$ cat src/hdl/tss_pkg.sv
`timescale 1ns / 1ps

package tss_pkg;

    // Table geometry and field widths
    localparam int C_MAX_TASKS = 16;
    localparam int C_IDX_W     = $clog2(C_MAX_TASKS);
    localparam int C_CNT_W     = $clog2(C_MAX_TASKS + 1);
    localparam int C_PRIO_W    = 8;

    typedef logic [C_IDX_W-1:0]  t_idx;
    typedef logic [C_CNT_W-1:0]  t_cnt;
    typedef logic [C_PRIO_W-1:0] t_prio;

    // Item kinds carried in tuser
    localparam logic KIND_WRITE = 1'b0;
    localparam logic KIND_SCHED = 1'b1;

    // Scheduling policies
    localparam logic POLICY_RR   = 1'b0;
    localparam logic POLICY_PRIO = 1'b1;

    // Register indexes on the configuration port
    localparam logic REG_POLICY = 1'b0;
    localparam logic REG_COUNT  = 1'b1;

    // One task entry as stored in the table
    typedef struct packed {
        logic  ready;
        t_prio prio;
        logic  idle;
    } t_entry;

    // Table write port
    typedef struct packed {
        logic   en;
        t_idx   addr;
        t_entry data;
    } t_wr_req;

    // Table read port
    typedef struct packed {
        logic en;
        t_idx addr;
    } t_rd_req;

    // Start of a schedule decision
    typedef struct packed {
        logic start;
        logic mode;
        t_cnt count;
    } t_sched_req;

    // Status and result of the sequencer
    typedef struct packed {
        logic idle;
        logic done;
        t_idx chosen;
    } t_sched_rsp;

endpackage

$ cat src/hdl/tss_table.sv
`timescale 1ns / 1ps

module tss_table (
    input  logic             i_clk,
    input  logic             i_rst_n,
    input  tss_pkg::t_wr_req i_wr,
    input  tss_pkg::t_rd_req i_rd,
    output tss_pkg::t_entry  o_entry
);

    tss_pkg::t_entry r_mem [tss_pkg::C_MAX_TASKS];
    logic [tss_pkg::C_MAX_TASKS-1:0] r_valid;
    tss_pkg::t_entry r_rd_data;
    logic            r_rd_valid;

    // Mark entries written since reset
    always_ff @(posedge i_clk) begin
        if (!i_rst_n) begin
            r_valid <= '0;
        end else if (i_wr.en) begin
            r_valid[i_wr.addr] <= 1'b1;
        end
    end

    // Write the entry storage
    always_ff @(posedge i_clk) begin
        if (i_wr.en) begin
            r_mem[i_wr.addr] <= i_wr.data;
        end
    end

    // Registered read of the entry storage
    always_ff @(posedge i_clk) begin
        if (i_rd.en) begin
            r_rd_data  <= r_mem[i_rd.addr];
            r_rd_valid <= r_valid[i_rd.addr];
        end
    end

    // Entries never written read as cleared
    assign o_entry = r_rd_valid ? r_rd_data : '0;

endmodule

$ cat src/hdl/tss_seq.sv
`timescale 1ns / 1ps

module tss_seq (
    input  logic                i_clk,
    input  logic                i_rst_n,
    input  tss_pkg::t_sched_req i_req,
    input  logic                i_out_free,
    input  tss_pkg::t_entry     i_entry,
    output tss_pkg::t_rd_req    o_rd,
    output tss_pkg::t_sched_rsp o_rsp
);

    typedef enum logic [1:0] {
        ST_IDLE,
        ST_WRAP,
        ST_SCAN,
        ST_DONE
    } t_state;

    t_state          r_state, n_state;
    logic            r_mode, n_mode;
    tss_pkg::t_cnt   r_count, n_count;
    tss_pkg::t_cnt   r_wrap, n_wrap;
    tss_pkg::t_cnt   r_left, n_left;
    tss_pkg::t_idx   r_addr, n_addr;
    logic            r_pend, n_pend;
    tss_pkg::t_idx   r_pend_addr, n_pend_addr;
    tss_pkg::t_idx   r_best, n_best;
    tss_pkg::t_prio  r_best_prio, n_best_prio;
    tss_pkg::t_idx   r_running, n_running;

    logic            w_hit;
    logic            w_issue;
    tss_pkg::t_cnt   w_next;

    // Round-robin hit on the entry that just came back
    assign w_hit   = r_pend && (r_mode == tss_pkg::POLICY_RR) && (i_entry.ready || i_entry.idle);
    assign w_issue = (r_state == ST_SCAN) && (r_left != '0) && !w_hit;
    assign w_next  = {1'b0, r_addr} + tss_pkg::t_cnt'(1);

    assign o_rd.en   = w_issue;
    assign o_rd.addr = r_addr;

    assign o_rsp.idle   = (r_state == ST_IDLE);
    assign o_rsp.done   = (r_state == ST_DONE) && i_out_free;
    assign o_rsp.chosen = r_best;

    // Next-state logic of the scan
    always_comb begin
        n_state     = r_state;
        n_mode      = r_mode;
        n_count     = r_count;
        n_wrap      = r_wrap;
        n_left      = r_left;
        n_addr      = r_addr;
        n_pend      = 1'b0;
        n_pend_addr = r_pend_addr;
        n_best      = r_best;
        n_best_prio = r_best_prio;
        n_running   = r_running;
        case (r_state)
            ST_IDLE: begin
                if (i_req.start) begin
                    n_mode  = i_req.mode;
                    n_count = i_req.count;
                    n_best  = '0;
                    if (i_req.mode == tss_pkg::POLICY_PRIO) begin
                        n_addr  = '0;
                        n_left  = i_req.count;
                        n_state = ST_SCAN;
                    end else begin
                        n_wrap  = {1'b0, r_running} + tss_pkg::t_cnt'(1);
                        n_state = ST_WRAP;
                    end
                end
            end
            ST_WRAP: begin
                // Reduce running+1 modulo the count by repeated subtraction
                if (r_wrap >= r_count) begin
                    n_wrap = r_wrap - r_count;
                end else begin
                    n_addr  = r_wrap[tss_pkg::C_IDX_W-1:0];
                    n_left  = r_count - tss_pkg::t_cnt'(1);
                    n_state = ST_SCAN;
                end
            end
            ST_SCAN: begin
                // Evaluate the entry read last cycle
                if (r_pend) begin
                    if (r_mode == tss_pkg::POLICY_RR) begin
                        if (w_hit) begin
                            n_best = r_pend_addr;
                        end
                    end else if (r_pend_addr == '0) begin
                        n_best      = '0;
                        n_best_prio = i_entry.prio;
                    end else if (i_entry.ready && (i_entry.prio < r_best_prio)) begin
                        n_best      = r_pend_addr;
                        n_best_prio = i_entry.prio;
                    end
                end
                // Issue the next read
                if (w_issue) begin
                    n_pend      = 1'b1;
                    n_pend_addr = r_addr;
                    n_left      = r_left - tss_pkg::t_cnt'(1);
                    if ((r_mode == tss_pkg::POLICY_RR) && (w_next == r_count)) begin
                        n_addr = '0;
                    end else begin
                        n_addr = w_next[tss_pkg::C_IDX_W-1:0];
                    end
                end
                if (w_hit || ((r_left == '0) && !r_pend)) begin
                    n_state = ST_DONE;
                end
            end
            ST_DONE: begin
                // Hold the result until the output register frees up
                if (i_out_free) begin
                    n_running = r_best;
                    n_state   = ST_IDLE;
                end
            end
            default: begin
                n_state = ST_IDLE;
            end
        endcase
    end

    // Hold state and registered outputs
    always_ff @(posedge i_clk) begin
        if (!i_rst_n) begin
            r_state   <= ST_IDLE;
            r_pend    <= 1'b0;
            r_running <= '0;
        end else begin
            r_state   <= n_state;
            r_pend    <= n_pend;
            r_running <= n_running;
        end
        r_mode      <= n_mode;
        r_count     <= n_count;
        r_wrap      <= n_wrap;
        r_left      <= n_left;
        r_addr      <= n_addr;
        r_pend_addr <= n_pend_addr;
        r_best      <= n_best;
        r_best_prio <= n_best_prio;
    end

endmodule

$ cat src/hdl/task_scheduler_select_top.sv
`timescale 1ns / 1ps

// Task scheduler select. Keeps a table of 16 task entries (ready flag,
// priority, idle mark) in a synchronous RAM with one write and one read
// port plus the running task index. A write item (tuser 0) stores one
// entry and gives no result. A schedule item (tuser 1) picks the next task
// in round-robin or lowest-number priority order, returns its index on the
// output stream and makes it the running task. One item is in work at a
// time; the output register lets the next item be taken while a result
// still waits. A schedule decision reads the table one entry per cycle
// through the single RAM read port. With n installed tasks (n at most 16),
// round-robin mode first wraps running+1 into the range 0 to n-1 by
// repeated subtraction before it reads the table. Entries read as cleared
// until written after reset; no clearing pass is needed.

module task_scheduler_select_top (
    input  logic        i_clk,
    input  logic        i_rst_n,
    // input stream
    input  logic        s_axis_tvalid,
    output logic        s_axis_tready,
    // [3:0] task_index, [4] ready_flag, [12:5] priority_level, [13] idle_mark
    input  logic [15:0] s_axis_tdata,
    // [0] kind
    input  logic [0:0]  s_axis_tuser,
    // output stream
    output logic        m_axis_tvalid,
    input  logic        m_axis_tready,
    // [3:0] chosen_task
    output logic [7:0]  m_axis_tdata,
    // configuration port
    input  logic        psel,
    input  logic        penable,
    input  logic        pwrite,
    input  logic [2:0]  paddr,
    input  logic [31:0] pwdata,
    output logic [31:0] prdata,
    output logic        pready
);

    logic                r_policy;
    tss_pkg::t_cnt       r_count;
    logic                r_out_vld;
    tss_pkg::t_idx       r_out_task;

    logic                w_accept;
    logic                w_cfg_wr;
    logic                w_out_free;
    tss_pkg::t_cnt       w_count_sat;
    tss_pkg::t_wr_req    w_wr;
    tss_pkg::t_rd_req    w_rd;
    tss_pkg::t_entry     w_entry;
    tss_pkg::t_sched_req w_req;
    tss_pkg::t_sched_rsp w_rsp;

    // Configuration registers
    assign pready   = 1'b1;
    assign w_cfg_wr = psel && penable && pwrite && pready;

    always_ff @(posedge i_clk) begin
        if (!i_rst_n) begin
            r_policy <= tss_pkg::POLICY_RR;
            r_count  <= tss_pkg::t_cnt'(1);
        end else if (w_cfg_wr) begin
            case (paddr[2])
                tss_pkg::REG_POLICY: r_policy <= pwdata[0];
                tss_pkg::REG_COUNT:  r_count  <= pwdata[tss_pkg::C_CNT_W-1:0];
                default: ;
            endcase
        end
    end

    always_comb begin
        case (paddr[2])
            tss_pkg::REG_POLICY: prdata = {31'b0, r_policy};
            tss_pkg::REG_COUNT:  prdata = {{(32 - tss_pkg::C_CNT_W){1'b0}}, r_count};
            default:             prdata = '0;
        endcase
    end

    // Saturate the installed count to 1..MAX_TASKS
    always_comb begin
        if (r_count == '0) begin
            w_count_sat = tss_pkg::t_cnt'(1);
        end else if (r_count > tss_pkg::t_cnt'(tss_pkg::C_MAX_TASKS)) begin
            w_count_sat = tss_pkg::t_cnt'(tss_pkg::C_MAX_TASKS);
        end else begin
            w_count_sat = r_count;
        end
    end

    // Input transfer: write items go to the table, schedule items start a scan
    assign s_axis_tready = w_rsp.idle;
    assign w_accept      = s_axis_tvalid && s_axis_tready;

    assign w_wr.en         = w_accept && (s_axis_tuser[0] == tss_pkg::KIND_WRITE);
    assign w_wr.addr       = s_axis_tdata[3:0];
    assign w_wr.data.ready = s_axis_tdata[4];
    assign w_wr.data.prio  = s_axis_tdata[12:5];
    assign w_wr.data.idle  = s_axis_tdata[13];

    assign w_req.start = w_accept && (s_axis_tuser[0] == tss_pkg::KIND_SCHED);
    assign w_req.mode  = r_policy;
    assign w_req.count = w_count_sat;

    tss_table u_table (
        .i_clk   (i_clk),
        .i_rst_n (i_rst_n),
        .i_wr    (w_wr),
        .i_rd    (w_rd),
        .o_entry (w_entry)
    );

    tss_seq u_seq (
        .i_clk      (i_clk),
        .i_rst_n    (i_rst_n),
        .i_req      (w_req),
        .i_out_free (w_out_free),
        .i_entry    (w_entry),
        .o_rd       (w_rd),
        .o_rsp      (w_rsp)
    );

    // Output register: load on a finished decision, drop on transfer
    assign w_out_free = !r_out_vld || m_axis_tready;

    always_ff @(posedge i_clk) begin
        if (!i_rst_n) begin
            r_out_vld <= 1'b0;
        end else if (w_rsp.done) begin
            r_out_vld <= 1'b1;
        end else if (m_axis_tready) begin
            r_out_vld <= 1'b0;
        end
    end

    always_ff @(posedge i_clk) begin
        if (w_rsp.done) begin
            r_out_task <= w_rsp.chosen;
        end
    end

    assign m_axis_tvalid = r_out_vld;
    assign m_axis_tdata  = {4'b0, r_out_task};

    // A decision never overwrites a result still waiting
    a_no_overwrite: assert property (@(posedge i_clk) disable iff (!i_rst_n)
        w_rsp.done |-> (!r_out_vld || m_axis_tready))
        else $error("result overwritten in output register");

    // A schedule transfer makes the block busy
    a_sched_busy: assert property (@(posedge i_clk) disable iff (!i_rst_n)
        (w_accept && (s_axis_tuser[0] == tss_pkg::KIND_SCHED)) |=> !s_axis_tready)
        else $error("schedule item did not start a scan");

    // A write transfer leaves the input ready for the next item
    a_write_single: assert property (@(posedge i_clk) disable iff (!i_rst_n)
        (w_accept && (s_axis_tuser[0] == tss_pkg::KIND_WRITE)) |=> s_axis_tready)
        else $error("write item blocked the input");

    // Table reads happen only while a scan is running
    a_read_busy: assert property (@(posedge i_clk) disable iff (!i_rst_n)
        w_rd.en |-> !w_rsp.idle)
        else $error("table read outside a scan");

endmodule
$ cat config.mk
export PLATFORM = sky130hd
export DESIGN_NAME = task_scheduler_select_top
export DESIGN_NICKNAME = d
export VERILOG_FILES = /design/src/hdl/tss_pkg.sv /design/src/hdl/tss_table.sv /design/src/hdl/tss_seq.sv /design/src/hdl/task_scheduler_select_top.sv
export SDC_FILE = /design/constraint.sdc
export NUM_CORES = 1
export LEC_CHECK = 0
export BUFFER_PORTS_ARGS = -buffer_cell sky130_fd_sc_hd__buf_2
export CORE_ASPECT_RATIO = 1.2
export CORE_MARGIN = 2
export CORE_UTILIZATION = 53
export CTS_CLUSTER_DIAMETER = 30
export DETAILED_ROUTE_END_ITERATION = 10
export PLACE_DENSITY = 0.84
export SYNTH_ARGS = -nofsm -noshare
export SYNTH_HDL_FRONTEND = slang
export SYNTH_SLANG_ARGS = --single-unit
$ cat constraint.sdc
create_clock -name i_clk -period 3.4 [get_ports i_clk]
set_clock_uncertainty 0.1 [all_clocks]
set_input_delay 0.68 -clock i_clk [delete_from_list [all_inputs] [get_ports i_clk]]
set_output_delay 0.68 -clock i_clk [all_outputs]
set_load 0.03 [all_outputs]
==> results of run 1 <==
-- Yosys cell counts, drive strengths merged (2+ instances only) --
cell     count
nor2        59
dfxtp       30
a2bb2oi      2
nand3       10
a31oi        2
nand2b       8
nor3         9
conb         2
o211ai       3
xor2         6
a21o         3
nand4        2
and3         2
o21ai        9
o21a         2
and2        17
inv         23
a211oi       2
edfxtp     211
nor3b        3
a21oi       12
mux4        55
mux2         5
buf         45
nor2b        7
clkbuf      11
nand2       22
xnor2        9
mux2i       14
ha          19
a32o         3
-- power by group --
group / switching (mW) / internal, mW / total (mW) / leakage [nW]
clock network: 1.26 / 2.29 / 3.55 / 0.549
registers: 0.115 / 3.49 / 3.60 / 2.15
logic: 0.887 / 0.693 / 1.58 / 1.54
-- layout make-up --
class / count / area [sq um]
inverters: 23 / 86.3
clock inverters: 18 / 259
fillers: 1329 / 7150
clock buffers: 41 / 898
multi-input cells: 331 / 2980
flip-flops and latches: 241 / 6940
well taps: 256 / 320
repair buffers: 60 / 368
-- registers in the layout, indices dropped and copies added, names as in the netlist, 5 cells and up --
register / cells
r_count: 5
u_table.r_mem: 160
u_seq.r_wrap: 5
u_seq.r_best_prio: 8
u_seq.r_left: 5
u_table.r_valid: 16
u_table.r_rd_data: 10
u_seq.r_count: 5
-- per-stage QoR --
| step | std cells | util, % |
|---|---|---|
| after detailed placement | 911 | 56.3 |
| final | 970 | 62.4 |
| after floorplan | 652 | - |
| after global placement | 911 | 56.3 |
| after CTS | 970 | 62.4 |
| after global routing | 970 | 62.4 |
-- layer usage --
layer	wire (um)	up-vias
li1	-	2457
met2	10900	194
met5	0	-
met1	7490	2760
met4	755	0
met3	1070	62
-- logic make-up after synthesis --
kind of cell | synth area share (%)
AOI/OAI and AO/OA | 2.94
xor gates and xnor gates | 1.28
adders and majority gates | 2.50
buffers and inverters | 4.87
DFF | 67.3
muxes | 14.3
other | 0.0729
and+or+nand+nor | 6.70
-- how the worst min path moves through the flow --
stage          depth (start not counted)  slack [ns]            endpoint
6_report                               2        0.26          r_count[0]
5_1_grt                                2        0.26          r_count[0]
4_1_cts                                2        0.24          r_count[0]
3_5_place_dp                           0        0.34       r_out_task[2]
3_3_place_gp                           2        0.34  u_table.r_valid[6]
2_1_floorplan                          0        0.33       r_out_task[0]
-- worst max-delay path, cell delays in order (launching register included) --
cell and delay, ns:
edfxtp_1 0.51, and2_1 0.21, ha_1 0.30, a21o_1 0.16, a21o_1 0.17, a211oi_1 0.25
a2bb2oi_1 0.23, and4_1 0.46
==> out/metrics.yaml, run 1 <==
status:
  status: "finished clean"
finish:
  final_common_cell: "edfxtp_1"
  area_growth_pct: 15.0
  layout_common_cells: "edfxtp_1, nor2_1, mux4_2"
  finalNetCount: 770
  stdcell_area_sq_um: 11800
  drive_above_1_share_pct: 22.8
  diodes: 0
placement:
  numPortBuffers: 38
  post-place-ws_ns: 0.657
  gp_congestion: 0.790
  placed_cell_area_sq_um: 10700
  post-dp-hpwl_um: 12500
drt:
  drcViolationCount: 0
  routedWlPerCell_um: 20.8
  antenna_left: 0
  first_pass_iters: 5
  drt-initial-drc-count: 470
  vias_per_cell: 5.64
  num_vias: 5473
  drt_wl_total_um: 20200
power_and_ir_drop:
  p_leak_nw: 4.24
  power-per-cell-area_nw_per_um2: 737
  total_power_mw: 8.73
  vdd_drop_max_v: 0.000440
global_route:
  grt_pass1_wl_um: 31900
  overflow: 0
  antenna_found_initial: 0
  grt_pass1_vias: 5836
  met3_usage_pct: 4.02
  busiest_layer: "met2"
  grt_use_total_pct: 20.4
  grt_util_met1_pct: 23.5
  grtUsageMet2_pct: 37.1
  grt_max_degree: 50
worst_setup_path:
  worstSetupEndpoint: "u_seq.r_best_prio[2]"
  required_ns: 3.43
  path_class: "register to register"
  cp-end-kind: "register"
  regToRegSetupSlack_ns: 0.64
  r2r_end: "u_seq.r_best_prio[2]"
  r2r_start: "u_table.r_rd_valid"
  setup.worst_path.start: "u_table.r_rd_valid"
  cp-start-kind: "register"
  reg2regPathDepth: 7
  critPathArrivalTime_ns: 2.79
  crit_fanout: 11
timing:
  max-slew-margin-rel_pct: 33.3
  min_period_over_period_pct: 81.3
  final_max_slew_viol_count: 0
  worst_pin_slew_ns: 0.999
  holdWs_ns: 0.262
  period_needed_ns: 2.76
  hold_violations: 0
  max_freq_mhz: 362
  rsz0062_at_grt: "no"
  worst_slack_ns: 0.637
  setup_viol: 0
  fin_tns_setup_ns: 0
worst_hold_path:
  min_path_type: "input pin to register"
  min-delay-start: "i_rst_n"
synth:
  avgSynthCellArea_sq_um: 16.6
  synth-seq-area-share_pct: 67.3
  yosysTopAreaCell: "edfxtp_1"
  synth_flop_cell: "edfxtp_1"
  synth_edf_count: 211
  ys.warnings.count: 0
  async_flop_share_pct: 0
  syn_area_sq_um: 10300
  synth_area_leaders: "edfxtp_1, mux4_2, dfxtp_1, mux4_1, buf_4"
  synth_cell_types: 53
  synth_top_area_share_pct: 61.5
  ys_ff_latch: 241
  synth_cells: 622
flow_run:
  maxCapViolations: 0
cts:
  cts_hold_buf: 0
  clkSlewWorstSetupHoldPaths_ns: 0.06
  cts_tree: "done"
  cts-root-buf: "clkbuf_16"
  postCtsSetupBuffers: 0
  clockBufferDepth: 3
  clkLatencyLatePin_ns: 0.50
  cts_max_level: 2
  cts-buffers-inserted: 34
  cts_resized: 0
  cts.sinks: 241
floorplanning:
  rows: 55
  die_h_um: 157
  ioPinCount: 102
  coreArea_sq_um: 19000
  start_util_pct: 54.2
  dieArea_sq_um: 20600
  dieWidth_um: 131
Note: power is estimated with default switching activity, not from simulation.
==> run 2, diff against run 1 <==
Settings changed: PLACE_DENSITY 0.84 to 0.87.
Clock period 3.4 ns to 2.4 ns, I/O delays scaled along.
==> run 2 against run 1 <==
Against the previous run:
- design area increased by 2.5%
- final cell count increased by 2.2%
- hold slack got worse by 0.21 ns
- power increased by 46%
- sequential power increased by 41%
- critical endpoint is now u_seq.r_addr[0]
- via count increased by 4.4%
- die area unchanged
- flip-flop and latch count unchanged
- core utilization increased by 1.6 points
- fmax increased by 18%
==> out/metrics.yaml, run 2 (same netlist as run 1, synthesis figures left out) <==
status:
  status: "finished clean"
finish:
  area_growth_pct: 17.9
  reg_top3: "u_table.r_mem: 160 flops, u_table.r_valid: 16 flops, u_table.r_rd_data: 10 flops"
  layout_common_cells: "edfxtp_1, nor2_1, mux4_2"
  drive_above_1_share_pct: 27.3
  largest_reg_flops: 160
  finalNetCount: 786
  diodes: 0
  final_common_cell: "edfxtp_1"
  fillers: 1267
  regMostFlops: "u_table.r_mem"
global_route:
  grt_max_degree: 47
  antenna_found_initial: 0
  grt_pass1_vias: 6017
  grt_pass1_wl_um: 32800
  overflow: 0
  grt_use_total_pct: 21.0
power_and_ir_drop:
  vdd_drop_max_v: 0.000939
  power-per-cell-area_nw_per_um2: 1050
  total_power_mw: 12.8
  p_leak_nw: 4.39
drt:
  antenna_left: 0
  num_vias: 5713
  drt-initial-drc-count: 386
  drt_wl_total_um: 21300
  vias_per_cell: 5.76
  drcViolationCount: 0
  routedWlPerCell_um: 21.5
  first_pass_iters: 5
floorplanning:
  coreArea_sq_um: 19000
  dieArea_sq_um: 20600
  start_util_pct: 54.2
  die_h_um: 157
  dieWidth_um: 131
  rows: 55
  ioPinCount: 102
worst_setup_path:
  crit_fanout: 9
  reg2regPathDepth: 7
  r2r_start: "u_seq.r_wrap[2]"
  setup.worst_path.start: "u_seq.r_wrap[2]"
  cp-start-kind: "register"
  required_ns: 2.51
  path_class: "register to register"
  cp-end-kind: "register"
  critPathArrivalTime_ns: 2.45
placement:
  numPortBuffers: 38
  post-place-ws_ns: -0.00846
  post-dp-hpwl_um: 13300
  gp_congestion: 0.862
cts:
  cts-buffers-inserted: 37
  clkLatencyLatePin_ns: 0.50
  clockBufferDepth: 3
  postCtsSetupBuffers: 0
  cts_max_level: 2
  cts-root-buf: "clkbuf_16"
  clkSlewWorstSetupHoldPaths_ns: 0.05
  cts.sinks: 241
  cts_tree: "done"
worst_hold_path:
  min-delay-start: "i_rst_n"
  min_path_type: "input pin to register"
  hold_depth: 2
timing:
  holdWs_ns: 0.0540
  worst_slack_ns: 0.0551
  max_freq_mhz: 426
  min_period_over_period_pct: 97.7
  setup_viol: 0
  final_max_slew_viol_count: 0
  fin_tns_setup_ns: 0
  hold_violations: 0
  period_needed_ns: 2.34
flow_run:
  maxCapViolations: 0
-- run 2: stage by stage --
stage	utilization [%]	instance area [sq um]	std cells
after global placement	57.1	10800	924
after global routing	63.9	12100	991
final	63.9	12100	991
after detailed placement	57.1	10800	924
after CTS	63.6	12100	991
after floorplan	-	10400	652
-- run 2: timing repair --
| action | CTS | global route |
|---|---|---|
| pin swaps | 1 | 6 |
| gates resized for setup | 3 | 9 |
| endpoints found under the setup margin | 8 | 24 |
| hold buffers | 0 | 0 |
-- run 2: power breakdown --
| group | internal [mW] | leakage, nW | switching, mW |
|---|---|---|---|
| Combinational | 1.10 | 1.63 | 1.35 |
| Sequential | 4.94 | 2.15 | 0.147 |
| Clock | 3.31 | 0.604 | 1.91 |
-- run 2: routing by layer --
metal,GRT usage [%],part of all wire (%),up-vias
li1,-,-,2494
met1,23.9,36,2888
met2,38.3,54,264
met3,4.15,6.3,67
met4,9.89,3.7,0
met5,0,0,-
-- run 2: layout make-up --
| cell class | instances | area [sq um] | share of cell area, % |
|---|---|---|---|
| clock buffers | 41 | 982 | 8.09 |
| clock inverters | 26 | 254 | 2.09 |
| inverters | 23 | 86.3 | 0.711 |
| multi-input cells | 331 | 3070 | 25.3 |
| flip-flops and latches | 241 | 6940 | 57.1 |
| well taps | 256 | 320 | 2.64 |
| repair buffers | 73 | 498 | 4.10 |
-- run 2: critical path: stages (launching register included) --
cell and delay, ns:
edfxtp_1 0.43, ha_1 0.40, a21oi_1 0.16, nand2_1 0.12
o221ai_2 0.25, o211ai_1 0.17, nor3b_2 0.24, buf_6 0.18
-- run 2: path summary, 6_finish.rpt --
| kind | to | slack [ns] |
|---|---|---|
| worst max-delay path | u_seq.r_addr[0] | 0.06 |
| worst min register to register | r_out_task[2] | 0.36 |
| worst min-delay path | r_count[0] | 0.05 |
| worst max register to register | u_seq.r_addr[0] | 0.06 |
==> run 3, diff against run 2 <==
Clock period 2.4 ns to 1.9 ns, I/O delays scaled along.
==> run 3 against run 2 <==
Against the previous run:
- the run now ends with negative setup slack left
- combinational power up 80%
- critical path depth unchanged
- flip-flop and latch count unchanged
- fmax down 1.5%
==> out/metrics.yaml, run 3 (same netlist as run 1, synthesis figures left out) <==
drt:
  antenna_left: 0
  drt_wl_total_um: 26600
  vias_per_cell: 6.01
  drt-initial-drc-count: 573
  first_pass_iters: 5
  routedWlPerCell_um: 25.5
  num_vias: 6285
  drcViolationCount: 0
power_and_ir_drop:
  p_leak_nw: 4.76
  vdd_drop_max_v: 0.00110
  power-per-cell-area_nw_per_um2: 1340
timing:
  worst_slack_ns: -0.481
  period_needed_ns: 2.38
  hold_violations: 0
  final_max_slew_viol_count: 0
  setup_viol: 47
  min_period_over_period_pct: 125
  max_freq_mhz: 420
  rsz0062_at_grt: "yes"
finish:
  final_common_cell: "edfxtp_1"
  instances_no_fill: 1045
  fillers: 1076
  layout_common_cells: "edfxtp_1, mux4_2, buf_4"
  regMostFlops: "u_table.r_mem"
  stdcell_area_sq_um: 13200
  reg_top3: "u_table.r_mem: 160 flops, u_table.r_valid: 16 flops, u_table.r_rd_data: 10 flops"
  finalNetCount: 841
  largest_reg_flops: 160
  drive_above_1_share_pct: 40.8
  regArea_sq_um: 6940
  area_growth_pct: 28.4
  diodes: 0
  multi_input_area_sq_um: 3360
global_route:
  grt_max_degree: 47
  grt_pass1_wl_um: 38900
  grt_use_total_pct: 25.5
  grt_pass1_vias: 6556
  antenna_found_initial: 0
  overflow: 0
worst_setup_path:
  critPathArrivalTime_ns: 2.48
  reg2regPathDepth: 7
  worst_path_most_repeated_cell: "a21o_1"
  max_stage_delay_ns: 0.46
  crit_fanout: 8
  path_class: "register to register"
  cp-end-kind: "register"
  crit_slowest_cell: "edfxtp_1"
  cp_cell_sequence: "and2_4 -> ha_4 -> a21o_1 -> a21o_1 -> a211oi_2 -> a2bb2oi_2 -> and4_4"
  cp-start-kind: "register"
  required_ns: 2.00
status:
  violations: "negative setup slack"
  status: "finished with violations"
floorplanning:
  start_util_pct: 54.2
  die_h_um: 157
  dieArea_sq_um: 20600
  coreArea_sq_um: 19000
  rows: 55
  ioPinCount: 102
  dieWidth_um: 131
placement:
  dp_cells: 958
  gp_congestion: 0.859
  placed_cell_area_sq_um: 11500
  post-dp-hpwl_um: 14000
  numPortBuffers: 38
cts:
  clkLatencyLatePin_ns: 0.51
  cts-root-buf: "clkbuf_16"
  clkSlewWorstSetupHoldPaths_ns: 0.05
  cts_max_level: 2
  cts-buffers-inserted: 37
  cts.sinks: 241
  cts_tree: "done"
  clockBufferDepth: 3
flow_run:
  maxCapViolations: 0
worst_hold_path:
  min_path_type: "input pin to register"
  hold_depth: 3
run 3: metal layers:
layer	track usage [%]	share of wire [%]
met2	47.2	54
met5	0	0
met3	4.31	6.5
met1	27.7	35
met4	14.8	5.2
run 3: stage by stage:
step | setup TNS [ns] | power, mW | worst slack, ns | utilization (%) | hold slack [ns]
final | -12.09 | 17.7 | -0.481 | 69.7 | 0.0292
after global routing | -14.94 | 18.2 | -0.560 | 69.7 | 0.0450
after CTS | -8.63 | 17.3 | -0.346 | 68.8 | 0.00938
after detailed placement | -9.79 | 10.1 | -0.313 | 60.5 | 0.342
after global placement | -7.63 | 9.85 | -0.261 | 60.5 | 0.339
after floorplan | -8.05 | 9.01 | -0.276 | - | 0.326
run 3: report_power, final:
group,switching [mW],internal [mW],total (mW)
registers,0.207,6.25,6.46
logic,2.24,2.17,4.41
clock network,2.50,4.36,6.86
total,4.94,12.8,17.7
run 3: worst max-delay path: cells and delay by family (launching register included):
family	cells	cell delay (ns)
and+or+nand+nor	2	0.52
AOI/OAI and AO/OA	4	0.78
adders and majority gates	1	0.21
DFF	1	0.46
run 3: final timing paths:
check / startpoint / to / slack (ns)
hold / removal: pwdata[4] / r_count[4] / 0.03
setup / recovery: u_table.r_rd_valid / u_seq.r_best_prio[3] / -0.48
setup reg to reg: u_table.r_rd_valid / u_seq.r_best_prio[3] / -0.48
hold reg to reg: u_seq.r_best[0] / r_out_task[0] / 0.34
run 3: area by class of cell:
class	instances	share of cell area, %
Sequential cell	241	52.5
Timing Repair Buffer	128	9.39
Clock inverter	21	1.76
Tap cell	256	2.42
Multi-Input combinational cell	331	25.4
Clock buffer	45	7.86
Inverter	23	0.672
run 3: what timing repair did:
item | 4_1_cts | 5_1_grt
gates cloned | 3 | 0
endpoints found under the setup margin | 74 | 49
buffers inserted | 14 | 6
gates resized for setup | 45 | 27
hold buffers | 1 | 0
pin swaps | 18 | 18
hold endpoints to repair | 1 | 0
